`src/hbridge_current_protection_unit_defines.svh`:
```
// Assertion macros for the RTL of the H-bridge current protection unit.
// They use the clk and arst_n signals of the module that expands them.
`ifndef HBRIDGE_CURRENT_PROTECTION_UNIT_DEFINES_SVH
`define HBRIDGE_CURRENT_PROTECTION_UNIT_DEFINES_SVH

// A property that must hold at every clock edge outside reset.
`define HCP_ASSERT(name, prop, msg) \
	name: assert property (@(posedge clk) disable iff (!arst_n) (prop)) else $error(msg);

// When the antecedent holds, the consequent must hold in the same cycle.
`define HCP_ASSERT_IMPLY(name, ante, cons, msg) \
	name: assert property (@(posedge clk) disable iff (!arst_n) (ante) |-> (cons)) \
		else $error(msg);

`endif

```
`src/hcp_pkg.sv`:
```
// ----------------------------------------------------------------------------
// hcp_pkg
// Types, codes and constants shared by the H-bridge current protection unit.
// ----------------------------------------------------------------------------
`timescale 1ns / 1ps
`default_nettype none

package hcp_pkg;

	localparam int ADC_W     = 12;
	localparam int SUM_W     = 16;
	localparam int RETRY_W   = 8;
	localparam int STATE_W   = 3;
	localparam int LED_W     = 3;
	localparam int OP_W      = 2;

	// Number of readings per averaged evaluation; must be a power of two.
	localparam int SAMPLES   = 16;
	localparam int AVG_SHIFT = $clog2(SAMPLES);
	localparam int IDX_W     = $clog2(SAMPLES + 1);

	localparam int QUEUE_DEPTH = 2;
	localparam int PTR_W       = (QUEUE_DEPTH > 1) ? $clog2(QUEUE_DEPTH) : 1;
	localparam int CNT_W       = $clog2(QUEUE_DEPTH + 1);

	localparam int CFG_IDX_W  = 3;
	localparam int CFG_DATA_W = 12;

	localparam logic [RETRY_W-1:0] TRIP_MAX = '1;

	localparam logic [ADC_W-1:0]   OC_LIMIT_RST   = 12'd3686;
	localparam logic [ADC_W-1:0]   SD_LIMIT_RST   = 12'd4090;
	localparam logic [ADC_W-1:0]   WARN_LIMIT_RST = 12'd2764;
	localparam logic [RETRY_W-1:0] RETRY_RST      = 8'd3;
	localparam logic               THERMAL_RST    = 1'b1;

	typedef enum logic [CFG_IDX_W-1:0] {
		CFG_OC_LIMIT   = 3'd0,
		CFG_SD_LIMIT   = 3'd1,
		CFG_WARN_LIMIT = 3'd2,
		CFG_RETRY      = 3'd3,
		CFG_THERMAL    = 3'd4
	} cfg_idx_t;

	typedef enum logic [OP_W-1:0] {
		OP_SAMPLE  = 2'd0,
		OP_ENABLE  = 2'd1,
		OP_DISABLE = 2'd2
	} op_t;

	typedef enum logic [1:0] {
		CMD_NONE    = 2'd0,
		CMD_SAMPLE  = 2'd1,
		CMD_ENABLE  = 2'd2,
		CMD_DISABLE = 2'd3
	} cmd_t;

	typedef enum logic [4:0] {
		MODE_OFF     = 5'b00001,
		MODE_ON      = 5'b00010,
		MODE_OVER    = 5'b00100,
		MODE_SHUTDN  = 5'b01000,
		MODE_THERMAL = 5'b10000
	} mode_t;

	localparam logic [STATE_W-1:0] ST_OFF     = 3'd0;
	localparam logic [STATE_W-1:0] ST_ON      = 3'd1;
	localparam logic [STATE_W-1:0] ST_OVER    = 3'd2;
	localparam logic [STATE_W-1:0] ST_SHUTDN  = 3'd3;
	localparam logic [STATE_W-1:0] ST_THERMAL = 3'd4;

	typedef enum logic [LED_W-1:0] {
		LED_OFF          = 3'd0,
		LED_GREEN        = 3'd1,
		LED_YELLOW       = 3'd2,
		LED_RED          = 3'd3,
		LED_RED_BLINK    = 3'd4,
		LED_YELLOW_BLINK = 3'd5
	} led_t;

	typedef struct packed {
		cmd_t             cmd;
		logic [ADC_W-1:0] sample;
		logic             warm;
	} item_t;

	typedef struct packed {
		logic [ADC_W-1:0]   oc_limit;
		logic [ADC_W-1:0]   sd_limit;
		logic [ADC_W-1:0]   warn_limit;
		logic [RETRY_W-1:0] retry_limit;
		logic               thermal_en;
	} cfg_t;

	typedef struct packed {
		logic [STATE_W-1:0] state;
		logic               enable;
		logic [ADC_W-1:0]   average;
		logic               evaluated;
		led_t               led;
		logic               ev_short;
		logic               ev_shut;
		logic               ev_therm;
	} result_t;

	function automatic logic [STATE_W-1:0] mode_code(input mode_t m);
		logic [STATE_W-1:0] code;
		case (m)
			MODE_ON:      code = ST_ON;
			MODE_OVER:    code = ST_OVER;
			MODE_SHUTDN:  code = ST_SHUTDN;
			MODE_THERMAL: code = ST_THERMAL;
			default:      code = ST_OFF;
		endcase
		return code;
	endfunction

endpackage

`default_nettype wire

```
`src/hcp_front.sv`:
```
// ----------------------------------------------------------------------------
// hcp_front
// Accepts input transactions and turns the raw op code into a command.
// ----------------------------------------------------------------------------
`timescale 1ns / 1ps
`default_nettype none

module hcp_front import hcp_pkg::*; (
	input  wire logic             in_valid,
	output logic                  in_ready,
	input  wire logic [OP_W-1:0]  op,
	input  wire logic [ADC_W-1:0] adc_sample,
	input  wire logic             thermal_warning,
	output logic                  push_valid,
	input  wire logic             push_ready,
	output item_t                 push_item
);

	cmd_t cmd;

	// The unused op code becomes a no-op that still yields a result.
	always_comb begin
		case (op)
			OP_SAMPLE:  cmd = CMD_SAMPLE;
			OP_ENABLE:  cmd = CMD_ENABLE;
			OP_DISABLE: cmd = CMD_DISABLE;
			default:    cmd = CMD_NONE;
		endcase
	end

	assign push_item.cmd    = cmd;
	assign push_item.sample = adc_sample;
	assign push_item.warm   = thermal_warning;
	assign push_valid       = in_valid;
	assign in_ready         = push_ready;

endmodule

`default_nettype wire

```
`src/hcp_queue.sv`:
```
// ----------------------------------------------------------------------------
// hcp_queue
// Short register queue of classified commands between front and back.
// ----------------------------------------------------------------------------
`timescale 1ns / 1ps
`default_nettype none

module hcp_queue import hcp_pkg::*; (
	input  wire logic  clk,
	input  wire logic  arst_n,
	input  wire logic  push_valid,
	output logic       push_ready,
	input  wire item_t push_item,
	output logic       pop_valid,
	input  wire logic  pop_ready,
	output item_t      pop_item
);

	item_t             mem_q [QUEUE_DEPTH];
	logic [PTR_W-1:0]  wr_ptr_q;
	logic [PTR_W-1:0]  rd_ptr_q;
	logic [CNT_W-1:0]  count_q;
	logic              push;
	logic              pop;

	assign push_ready = (count_q != CNT_W'(QUEUE_DEPTH));
	assign pop_valid  = (count_q != '0);
	assign push       = push_valid && push_ready;
	assign pop        = pop_valid && pop_ready;
	assign pop_item   = mem_q[rd_ptr_q];

	function automatic logic [PTR_W-1:0] next_ptr(input logic [PTR_W-1:0] p);
		return (p == PTR_W'(QUEUE_DEPTH - 1)) ? '0 : p + PTR_W'(1);
	endfunction

	always_ff @(posedge clk) begin
		if (push) begin
			mem_q[wr_ptr_q] <= push_item;
		end
	end

	always_ff @(posedge clk or negedge arst_n) begin
		if (!arst_n) begin
			wr_ptr_q <= '0;
			rd_ptr_q <= '0;
			count_q  <= '0;
		end else begin
			if (push) begin
				wr_ptr_q <= next_ptr(wr_ptr_q);
			end
			if (pop) begin
				rd_ptr_q <= next_ptr(rd_ptr_q);
			end
			if (push && !pop) begin
				count_q <= count_q + CNT_W'(1);
			end else if (pop && !push) begin
				count_q <= count_q - CNT_W'(1);
			end
		end
	end

endmodule

`default_nettype wire

```
`src/hcp_back.sv`:
```
// ----------------------------------------------------------------------------
// hcp_back
// Executes commands: sample averaging, limit checks, bridge state and LED,
// and holds each result in an output register until it is taken.
// ----------------------------------------------------------------------------
`timescale 1ns / 1ps
`default_nettype none
`include "hbridge_current_protection_unit_defines.svh"

module hcp_back import hcp_pkg::*; (
	input  wire logic  clk,
	input  wire logic  arst_n,
	input  wire cfg_t  cfg,
	input  wire logic  pop_valid,
	output logic       pop_ready,
	input  wire item_t pop_item,
	output logic       out_valid,
	input  wire logic  out_ready,
	output result_t    result
);

	mode_t              mode_q, mode_d;
	led_t               led_q, led_d, color;
	logic [SUM_W-1:0]   sum_q, sum_d, sum_n;
	logic [IDX_W-1:0]   idx_q, idx_d, idx_n;
	logic [RETRY_W-1:0] trip_q, trip_d;
	logic [ADC_W-1:0]   avg_q, avg_d, avg_n;
	logic               eval;
	logic               changed;
	logic               ev_short, ev_shut, ev_therm;
	logic               pop;
	logic               out_valid_q;
	result_t            res_q;

	assign pop_ready = !out_valid_q || out_ready;
	assign pop       = pop_valid && pop_ready;

	assign sum_n = sum_q + SUM_W'(pop_item.sample);
	assign idx_n = idx_q + IDX_W'(1);
	assign avg_n = ADC_W'(sum_n >> AVG_SHIFT);

	always_comb begin
		mode_d = mode_q;
		led_d  = led_q;
		sum_d  = sum_q;
		idx_d  = idx_q;
		trip_d = trip_q;
		avg_d  = avg_q;
		eval   = 1'b0;
		color  = LED_GREEN;
		case (pop_item.cmd)
			CMD_ENABLE: begin
				mode_d = MODE_ON;
				led_d  = LED_GREEN;
				sum_d  = '0;
				idx_d  = '0;
			end
			CMD_DISABLE: begin
				mode_d = MODE_OFF;
				led_d  = LED_OFF;
				sum_d  = '0;
				idx_d  = '0;
			end
			CMD_SAMPLE: begin
				if (mode_q != MODE_OFF) begin
					if (idx_n >= IDX_W'(SAMPLES)) begin
						eval  = 1'b1;
						avg_d = avg_n;
						sum_d = '0;
						idx_d = '0;
						if (avg_n >= cfg.sd_limit) begin
							mode_d = MODE_SHUTDN;
							color  = LED_RED_BLINK;
						end else if (avg_n >= cfg.oc_limit) begin
							// Each overcurrent pass counts, saturating at the maximum; the trip uses the old count.
							if (trip_q != TRIP_MAX) begin
								trip_d = trip_q + RETRY_W'(1);
							end
							if (trip_q >= cfg.retry_limit) begin
								mode_d = MODE_OVER;
								color  = LED_RED;
							end
						end else if (cfg.thermal_en && pop_item.warm) begin
							mode_d = MODE_THERMAL;
							color  = LED_YELLOW_BLINK;
						end else if (mode_q != MODE_ON) begin
							mode_d = MODE_ON;
							trip_d = '0;
							color  = (avg_n >= cfg.warn_limit) ? LED_YELLOW : LED_GREEN;
						end
						if (mode_d != mode_q) begin
							led_d = color;
						end
					end else begin
						sum_d = sum_n;
						idx_d = idx_n;
					end
				end
			end
			default: begin
			end
		endcase
		changed  = eval && (mode_d != mode_q);
		ev_short = changed && (mode_q == MODE_OVER || mode_d == MODE_OVER);
		ev_shut  = changed && (mode_q == MODE_SHUTDN || mode_d == MODE_SHUTDN);
		ev_therm = changed && (mode_q == MODE_THERMAL || mode_d == MODE_THERMAL);
	end

	always_ff @(posedge clk or negedge arst_n) begin
		if (!arst_n) begin
			mode_q      <= MODE_OFF;
			led_q       <= LED_OFF;
			sum_q       <= '0;
			idx_q       <= '0;
			trip_q      <= '0;
			avg_q       <= '0;
			out_valid_q <= 1'b0;
		end else begin
			if (pop) begin
				mode_q      <= mode_d;
				led_q       <= led_d;
				sum_q       <= sum_d;
				idx_q       <= idx_d;
				trip_q      <= trip_d;
				avg_q       <= avg_d;
				out_valid_q <= 1'b1;
			end else if (out_ready) begin
				out_valid_q <= 1'b0;
			end
		end
	end

	always_ff @(posedge clk) begin
		if (pop) begin
			res_q.state     <= mode_code(mode_d);
			res_q.enable    <= (mode_d == MODE_ON);
			res_q.average   <= avg_d;
			res_q.evaluated <= eval;
			res_q.led       <= led_d;
			res_q.ev_short  <= ev_short;
			res_q.ev_shut   <= ev_shut;
			res_q.ev_therm  <= ev_therm;
		end
	end

	assign out_valid = out_valid_q;
	assign result    = res_q;

	`HCP_ASSERT_IMPLY(a_event_needs_eval,
		out_valid_q && (res_q.ev_short || res_q.ev_shut || res_q.ev_therm),
		res_q.evaluated, "change event reported without an evaluation")
	`HCP_ASSERT(a_eval_restarts_block, pop && eval |=> idx_q == '0 && sum_q == '0,
		"sample block not restarted after an evaluation")
	`HCP_ASSERT(a_trip_clear_on_return, trip_q != '0 |=> trip_q != '0 || mode_q == MODE_ON,
		"trip counter cleared without a return to on")
	`HCP_ASSERT(a_shutdown_led,
		pop && eval && mode_d == MODE_SHUTDN && mode_q != MODE_SHUTDN |=> led_q == LED_RED_BLINK,
		"entering shutdown did not set the red blink LED")

endmodule

`default_nettype wire

```
`src/hbridge_current_protection_unit.sv`:
```
// ----------------------------------------------------------------------------
// hbridge_current_protection_unit
// Current protection monitor for one H-bridge: commands and current samples
// in, bridge state, enable, LED code and change events out.
// ----------------------------------------------------------------------------
// One transaction in gives exactly one result out. The block takes one
// transaction per clock cycle and delivers one result per cycle while
// out_ready stays high; a result passes through the two-entry command queue
// and then the output register, and is held there until it is taken.
// The rate is set by the back end, which updates the bridge state, the
// sample sum and the trip counter once per command. Sixteen samples form
// one averaged evaluation. Write the configuration registers only while no
// transaction is in flight.
`timescale 1ns / 1ps
`default_nettype none

module hbridge_current_protection_unit import hcp_pkg::*; (
	input  wire logic                  clk,
	input  wire logic                  arst_n,
	input  wire logic                  cfg_wr_en,
	input  wire logic [CFG_IDX_W-1:0]  cfg_index,
	input  wire logic [CFG_DATA_W-1:0] cfg_data,
	input  wire logic                  in_valid,
	output logic                       in_ready,
	input  wire logic [OP_W-1:0]       op,
	input  wire logic [ADC_W-1:0]      adc_sample,
	input  wire logic                  thermal_warning,
	output logic                       out_valid,
	input  wire logic                  out_ready,
	output logic [STATE_W-1:0]         bridge_state,
	output logic                       bridge_enable,
	output logic [ADC_W-1:0]           average_reading,
	output logic                       evaluated,
	output logic [LED_W-1:0]           led_color,
	output logic                       short_event,
	output logic                       shutdown_event,
	output logic                       thermal_event
);

	cfg_t    cfg_q;
	logic    push_valid;
	logic    push_ready;
	item_t   push_item;
	logic    pop_valid;
	logic    pop_ready;
	item_t   pop_item;
	result_t result;

	// Writes to an index beyond the register list are dropped.
	always_ff @(posedge clk or negedge arst_n) begin
		if (!arst_n) begin
			cfg_q.oc_limit    <= OC_LIMIT_RST;
			cfg_q.sd_limit    <= SD_LIMIT_RST;
			cfg_q.warn_limit  <= WARN_LIMIT_RST;
			cfg_q.retry_limit <= RETRY_RST;
			cfg_q.thermal_en  <= THERMAL_RST;
		end else if (cfg_wr_en) begin
			case (cfg_index)
				CFG_OC_LIMIT:   cfg_q.oc_limit    <= cfg_data[ADC_W-1:0];
				CFG_SD_LIMIT:   cfg_q.sd_limit    <= cfg_data[ADC_W-1:0];
				CFG_WARN_LIMIT: cfg_q.warn_limit  <= cfg_data[ADC_W-1:0];
				CFG_RETRY:      cfg_q.retry_limit <= cfg_data[RETRY_W-1:0];
				CFG_THERMAL:    cfg_q.thermal_en  <= cfg_data[0];
				default: begin
				end
			endcase
		end
	end

	hcp_front u_front (
		.in_valid        (in_valid),
		.in_ready        (in_ready),
		.op              (op),
		.adc_sample      (adc_sample),
		.thermal_warning (thermal_warning),
		.push_valid      (push_valid),
		.push_ready      (push_ready),
		.push_item       (push_item)
	);

	hcp_queue u_queue (
		.clk        (clk),
		.arst_n     (arst_n),
		.push_valid (push_valid),
		.push_ready (push_ready),
		.push_item  (push_item),
		.pop_valid  (pop_valid),
		.pop_ready  (pop_ready),
		.pop_item   (pop_item)
	);

	hcp_back u_back (
		.clk       (clk),
		.arst_n    (arst_n),
		.cfg       (cfg_q),
		.pop_valid (pop_valid),
		.pop_ready (pop_ready),
		.pop_item  (pop_item),
		.out_valid (out_valid),
		.out_ready (out_ready),
		.result    (result)
	);

	assign bridge_state    = result.state;
	assign bridge_enable   = result.enable;
	assign average_reading = result.average;
	assign evaluated       = result.evaluated;
	assign led_color       = result.led;
	assign short_event     = result.ev_short;
	assign shutdown_event  = result.ev_shut;
	assign thermal_event   = result.ev_therm;

endmodule

`default_nettype wire
```
`config.mk`:
```
export PLATFORM = sky130hd
export DESIGN_NAME = hbridge_current_protection_unit
export DESIGN_NICKNAME = d
export VERILOG_FILES = /design/src/hcp_pkg.sv /design/src/hcp_front.sv /design/src/hcp_queue.sv /design/src/hcp_back.sv /design/src/hbridge_current_protection_unit.sv
export VERILOG_INCLUDE_DIRS = /design/src /design/src/src
export SDC_FILE = /design/constraint.sdc
export NUM_CORES = 1
export LEC_CHECK = 0
export BUFFER_PORTS_ARGS = -buffer_cell sky130_fd_sc_hd__clkbuf_2
export CORE_MARGIN = 4
export CORE_UTILIZATION = 39
export CTS_CLUSTER_SIZE = 25
export DETAILED_ROUTE_END_ITERATION = 6
export PLACE_DENSITY_LB_ADDON = 0.08
export SYNTH_ARGS = -nofsm -noshare
export SYNTH_HDL_FRONTEND = slang
export SYNTH_SLANG_ARGS = --single-unit
export TNS_END_PERCENT = 30
```
`constraint.sdc`:
```
create_clock -name clk -period 7.2 [get_ports clk]
set_input_delay 0.36 -clock clk [delete_from_list [all_inputs] [get_ports clk]]
set_output_delay 0.36 -clock clk [all_outputs]
set_load 0.01 [all_outputs]
```
==> Yosys cells after proc, flatten, opt, wreduce, memory -nomap -nowiden <==
Memories as Yosys holds them, arrays and structs flattened.
Index checks and enable logic that the tools add are counted.
Widths: inputs -> output; s select.
{ "totals": {"reg_bits": 122, "mem_bits_rw": 30, "output_inout_bits": 25, "elab_cells": 140, "n_memories": 1} }
{ "memory_table": {"columns": ["memory", "words", "word_bits", "rd", "rd_ports_with_merged_regs", "wr", "line_no", "source"], "rows": [
  ["u_queue.mem_q", 2, 15, 1, 0, 1, "hcp_queue.sv:19", "item_t mem_q [QUEUE_DEPTH];"]
]} }
{ "op_classes": {"n_addsub": 7, "order_cmp": 5, "eq_ne": 25, "mux": 47, "n_bitwise": 1, "n_reduce_logical": 31} }
{ "ops": {"columns": ["cell", "count"], "rows": [
  ["$mux 5", 12],
  ["$ge 12x12->1", 3],
  ["$mux 12", 3],
  ["$mux 16", 2],
  ["$mux 8", 4],
  ["$pmux 16 s2", 1],
  ["$mux 3", 7],
  ["$add 16x12->16", 1],
  ["$pmux 5 s3", 1],
  ["$pmux 3 s4", 1],
  ["$eq 5x3->1 const B", 2],
  ["$eq 5x4->1 const B", 2],
  ["$eq 5x5->1 const B", 2],
  ["$ne 5x5->1", 2],
  ["$pmux 5 s2", 1],
  ["$reduce_and 2->1", 5],
  ["$reduce_bool 2->1", 5],
  ["$logic_and 1x1->1", 9],
  ["$mux 1", 9],
  ["$pmux 3 s3", 1],
  ["$add 8x1->8 const B", 1],
  ["$ge 8x8->1", 1],
  ["$mux 2", 4],
  ["$ne 8x8->1 const B", 1],
  ["other kinds (24)", 36]
]} }

==> Depth between registers and ports, before layout <==
{ "depth": {"ltp_word": 14, "ltp_mapped": 26} }

==> Hierarchy <==
A second synthesis with hierarchy kept.
{ "unflattened": {"cells_unflattened": 818, "hier_area_um2": 8946.1} }
{ "by_module_without_submodules": {"columns": ["mod", "n_inst", "cells_per_inst", "area_per_inst_um2"], "rows": [
  ["hcp_back", 1, 634, 5664.2],
  ["hbridge_current_protection_unit", 1, 98, 1783.0],
  ["hcp_queue", 1, 65, 1331.3],
  ["hcp_front", 1, 21, 167.7]
]} }

==> Worst setup path before layout <==
No wires, ideal clock.
{ "synth_path": {"path_type": "reg-to-reg", "from": "register u_queue.rd_ptr_q", "to": "register u_back.res_q, in the netlist u_back.result[5], data pin", "arrival_ns": 4.893, "setup_slack_ns": 2.051, "stages_incl_launch_ff": 25, "n_path_buf": 3, "period_less_slack_ns": 5.149, "path_cell_list": "dfrtp_1 buf_4 clkbuf_1 mux2i_1 inv_1 ha_1 a21o_1 a21o_1 a21oi_1 o21ai_0 a31oi_1 nor2b_1 o21ai_0 xnor2_1 inv_1 ha_1 a21o_1 a21o_1 a221oi_1 o21ai_1 a211o_1 a221oi_1 o211ai_1 buf_2 a31o_2"} }
{ "synth_between": {"elab_chain_len": 13, "elab_cells_between_ends": 22, "classes_between": "add/sub (1); order compare (2); eq/ne (4); mux (13); reduce/logical (1); memory (1)"} }
{ "synth_rtl": {"columns": ["item", "line_no", "source"], "rows": [
  ["from (decl)", "hcp_queue.sv:21", "logic [PTR_W-1:0] rd_ptr_q;"],
  ["from (signal assigned)", "hcp_queue.sv:52", "rd_ptr_q <= next_ptr(rd_ptr_q);"],
  ["$mem_v2 2x15 *", null, null],
  ["$add 16x12->16 or $logic_and 1x1->1 (tied branches)", "hcp_back.sv:38, hcp_back.sv:83", null],
  ["$ge 12x12->1 or $mux 5 (tied branches)", "hcp_back.sv:74, hcp_back.sv:83", null],
  ["$mux 5", "hcp_back.sv:74", "end else if (avg_n >= cfg.oc_limit) begin"],
  ["$mux 5", "hcp_back.sv:71", "if (avg_n >= cfg.sd_limit) begin"],
  ["$mux 5", "hcp_back.sv:66", "if (idx_n >= IDX_W'(SAMPLES)) begin"],
  ["$mux 5", "hcp_back.sv:65", "if (mode_q != MODE_OFF) begin"],
  ["$mux 5", "hcp_back.sv:51", "case (pop_item.cmd)"],
  ["$ne 5x5->1", "hcp_back.sv:91", "if (mode_d != mode_q) begin"],
  ["$mux 3", "hcp_back.sv:91", null],
  ["$mux 3", "hcp_back.sv:66", null],
  ["$mux 3", "hcp_back.sv:65", null],
  ["$pmux 3 s3 *", "hcp_back.sv:51", null],
  ["net u_back.led_d[2]", "hcp_back.sv:23", "led_t led_q, led_d, color;"],
  ["to (decl)", "hcp_back.sv:33", "result_t res_q;"]
]} }
The timed path passes the listed nets; every way through them passes the cells marked *. The select of a mux whose other input is x is not followed.
A chain may end at the register's enable or synchronous reset.

==> Worst setup path after layout <==
{ "layout_path": {"from": "register u_queue.rd_ptr_q", "to": "register u_back.res_q, in the netlist u_back.result[3], data pin"} }
The elaborated chain is that of the path after synthesis.

==> impl_metrics.py <==
metrics = {
    "synthesis": {
        "synth_edf_count": 53,
        "syn_inst": 788,
        "synth_top_area_cell": "dfrtp_1",
        "yosys-top-cells-area": "dfrtp_1 22%, edfxtp_1 20%, ha_1 9.4%, dfstp_2 8.7%, nand2_1 6.0%",
        "ys_ff_latch": 152,
        "synthMostInstantiatedCell": "nand2_1",
        "yosys-top-cells-count": "130 x nand2_1, 74 x o21ai_0, 72 x dfrtp_1",
        "async_flop_share": 0.651,
        "synth_seq_area_share": 0.503,
        "synth_cell_type_count": 72,
        "syn_avg_cell_area_um2": 10.3,
        "syn-num-nets": 885,
        "synthFlopType": "dfrtp_1",
        "syn-cell-area_um2": 8150,
        "synth_top_area_share": 0.221,
        "ys_warn_count": 0,
    },
    "clocking": {
        "cts.sinks": 152,
        "ctsResizeCount": 0,
        "cts_inserted_buffers": 17,
        "tritoncts": "built",
        "clock_latency_ns": 0.43,
        "path_clk_slew_ns": 0.06,
        "htree_levels": 4,
        "root_buffer": "clkbuf_16",
        "clockBufferDepth": 2,
    },
    "power": {
        "cellLeakagePower_nw": 4.20,
        "powerDensity_nw_per_um2": 388,
        "vdd_drop_max_mv": 0.246,
    },
    "finish": {
        "register_area_um2": 4100,
        "layout.nets": 953,
        "layout-drive-gt1-share": 0.201,
        "multi_input_comb_area_um2": 3710,
        "fillers": 1944,
        "final_cells": 1139,
        "diodes": 0,
        "area_growth_pct": 15.0,
        "postLayoutCellArea_um2": 9370,
    },
    "placement": {
        "place_hpwl_um": 14800,
        "dp_cells": 1106,
        "gp_congestion": 0.833,
        "io_buffers": 59,
        "postPlaceCellArea_um2": 8790,
        "place_ws_ns": 0.983,
    },
    "timing": {
        "period_share": 0.870,
        "finalHoldViolations": 0,
        "clock-skew-final_ns": 0.0135,
        "slew_viol_final": 0,
        "slew-limit-headroom": 0.198,
        "setup_violations": 0,
        "fin_ws_ns": 0.939,
        "rsz0062_at_grt": "false",
        "tightestPinTransition_ns": 1.20,
        "period_minus_slack_ns": 6.26,
        "finalSetupTns_ns": 0,
        "fmax_mhz": 160,
    },
    "critical_path": {
        "critPathKind": "reg -> reg",
        "timing.critical_path.from_type": "flip-flop",
        "cp_cell_sequence": "buf_4, mux2_2, ha_1, nor2b_1, o21ai_1, a21oi_1, o21a_1, o41ai_1, o21ai_1, nand3_1, xnor2_1, inv_1, ha_1, and4_1, a221oi_1, o21ai_1, a211o_1, a221oi_1, o211ai_1, a221oi_2, a31o_1",
        "worstPathRequired_ns": 7.49,
        "cpMostUsedCell": "o21ai_1",
        "path_max_fanout": 11,
        "max_stage_delay_ns": 0.56,
        "critPathSlowestCell": "dfrtp_1",
        "worstPathArrival_ns": 6.55,
        "cp-end-kind": "flip-flop",
    },
    "route": {
        "wire_per_inst_um": 17.8,
        "vias_per_cell": 5.25,
        "routed_wl_um": 20200,
        "drt.antenna.violating_nets": 0,
        "drtIter0Drc": 396,
        "wl_met1_um": 9530,
        "wl_met3_um": 702,
        "top_layer": "met4",
        "firstDrtPassIters": 5,
        "drc": 0,
        "vias": 5984,
        "met2_length_um": 9650,
    },
    "grt": {
        "grt_pass1_wl_um": 32900,
        "grt_max_degree": 64,
        "grt_use_total": 0.179,
        "grt_pass1_vias": 6040,
        "grt.overflow.total": 0,
        "grt_antenna_before_repair": 0,
    },
    "die": {
        "row_count": 52,
        "die_area_um2": 23300,
        "dieHeight_um": 153,
        "io_pins": 60,
        "initial_core_util": 0.400,
        "dieWidth_um": 153,
        "core_um2": 20400,
    },
    "flow_run": {
        "max-cap-violations": 0,
    },
    "status": {
        "outcome": "complete, no violations",
    },
    "hold_path": {
        "hp-class": "in -> reg",
    },
}
[report_power, final]
group / total, mW / switching, mW / internal [mW] / leakage, nW
Sequential: 1.23 / 0.0955 / 1.14 / 1.74
Combinational: 1.51 / 0.911 / 0.600 / 2.20
Clock: 0.891 / 0.377 / 0.514 / 0.274
Total: 3.63 / 1.38 / 2.25 / 4.20
[sequential cells by signal, summed over array words and instances, names as in the netlist]
name / cells
u_back.mode_q: 5
cfg_q: 45
u_queue.rd_ptr_q: 1
u_back.out_valid: 1
u_back.result: 23
u_back.idx_q: 5
u_back.sum_q: 16
u_queue.wr_ptr_q: 1
u_back.led_q: 3
u_back.trip_q: 8
u_queue.count_q: 2
u_back.avg_q: 12
u_queue.mem_q: 30
[placed cells by master, fill, tap and decap left out, drive strengths merged, types with 5 or more instances in the layout]
master / n
edfxtp: 53
nand2b: 8
nor2b: 8
dfrtp: 72
or3: 5
buf: 14
clkbuf: 77
dfstp: 27
nor3: 10
inv: 67
a31oi: 6
and2: 5
xnor2: 12
mux2: 31
a21o: 13
mux2i: 9
nor2: 35
a22o: 13
o211ai: 6
xor2: 7
a221oi: 5
and3: 9
nand3: 21
clkinv: 5
a211oi: 7
a21oi: 20
nand2: 130
o21ai: 83
ha: 61
[metrics by stage]
step | utilization | power (mW) | hold WS, ns
after floorplan | - | 2.26 | 0.0644
after detailed placement | 0.431 | 2.77 | 0.377
after CTS | 0.460 | 3.68 | 0.101
after global placement | 0.431 | 2.74 | 0.376
final | 0.460 | 3.63 | 0.122
after global routing | 0.460 | 3.92 | 0.102
[worst paths after layout]
kind                                                  to  slack (ns)                    startpoint  depth (start not counted)
setup / recovery              u_back.result[3]$_DFFE_PP_        0.94  u_queue.rd_ptr_q$_DFFE_PN0P_                         21
hold / removal             u_queue.mem_q[1][1]$_DFFE_PP_        0.12                 adc_sample[0]                          1
setup reg to reg              u_back.result[3]$_DFFE_PP_        0.94  u_queue.rd_ptr_q$_DFFE_PN0P_                         21
hold reg to reg              u_back.avg_q[1]$_DFFE_PN0P_        0.48   u_back.avg_q[1]$_DFFE_PN0P_                          2
max in group asynchronous    u_back.avg_q[9]$_DFFE_PN0P_        5.49                        arst_n                          3
min in group asynchronous           cfg_q[6]$_DFFE_PN0P_        0.45                        arst_n                          2
[final cells by class]
cell class,instances,share of cell area
Timing Repair Buffer,73,0.0432
Inverter,63,0.0255
Multi-Input combinational cell,549,0.396
Clock inverter,13,0.0153
Clock buffer,19,0.0462
Sequential cell,152,0.438
Tap cell,270,0.0360
[layer usage]
| layer | track usage | up-vias |
|---|---|---|
| met4 | 0.0484 | 0 |
| met5 | 0 | - |
| li1 | - | 2922 |
| met3 | 0.0395 | 27 |
| met2 | 0.294 | 119 |
| met1 | 0.240 | 2916 |
[kinds of logic after synthesis]
family,count (synthesis),synth area share
flops,152,0.503
xor+xnor,19,0.0204
fa+ha+maj,62,0.0961
buf+inv,87,0.0411
compound gates,182,0.144
mux,40,0.0539
simple gates,246,0.141
[timing repair]
action	CTS	global route
hold buffers	1	0
setup endpoints to repair	0	0
endpoints found under the hold margin	25	0
setup buffers	0	0
[critical path, delay by kind of cell, from the launching register on]
| kind | cells | cell delay, ns |
|---|---|---|
| muxes | 1 | 0.36 |
| DFF | 1 | 0.56 |
| adders and majority gates | 2 | 0.64 |
| buffers and inverters | 2 | 0.44 |
| and+or+nand+nor | 3 | 0.51 |
| xor gates and xnor gates | 1 | 0.18 |
| AOI/OAI and AO/OA | 12 | 3.41 |
(Power assumes the default switching activity.)
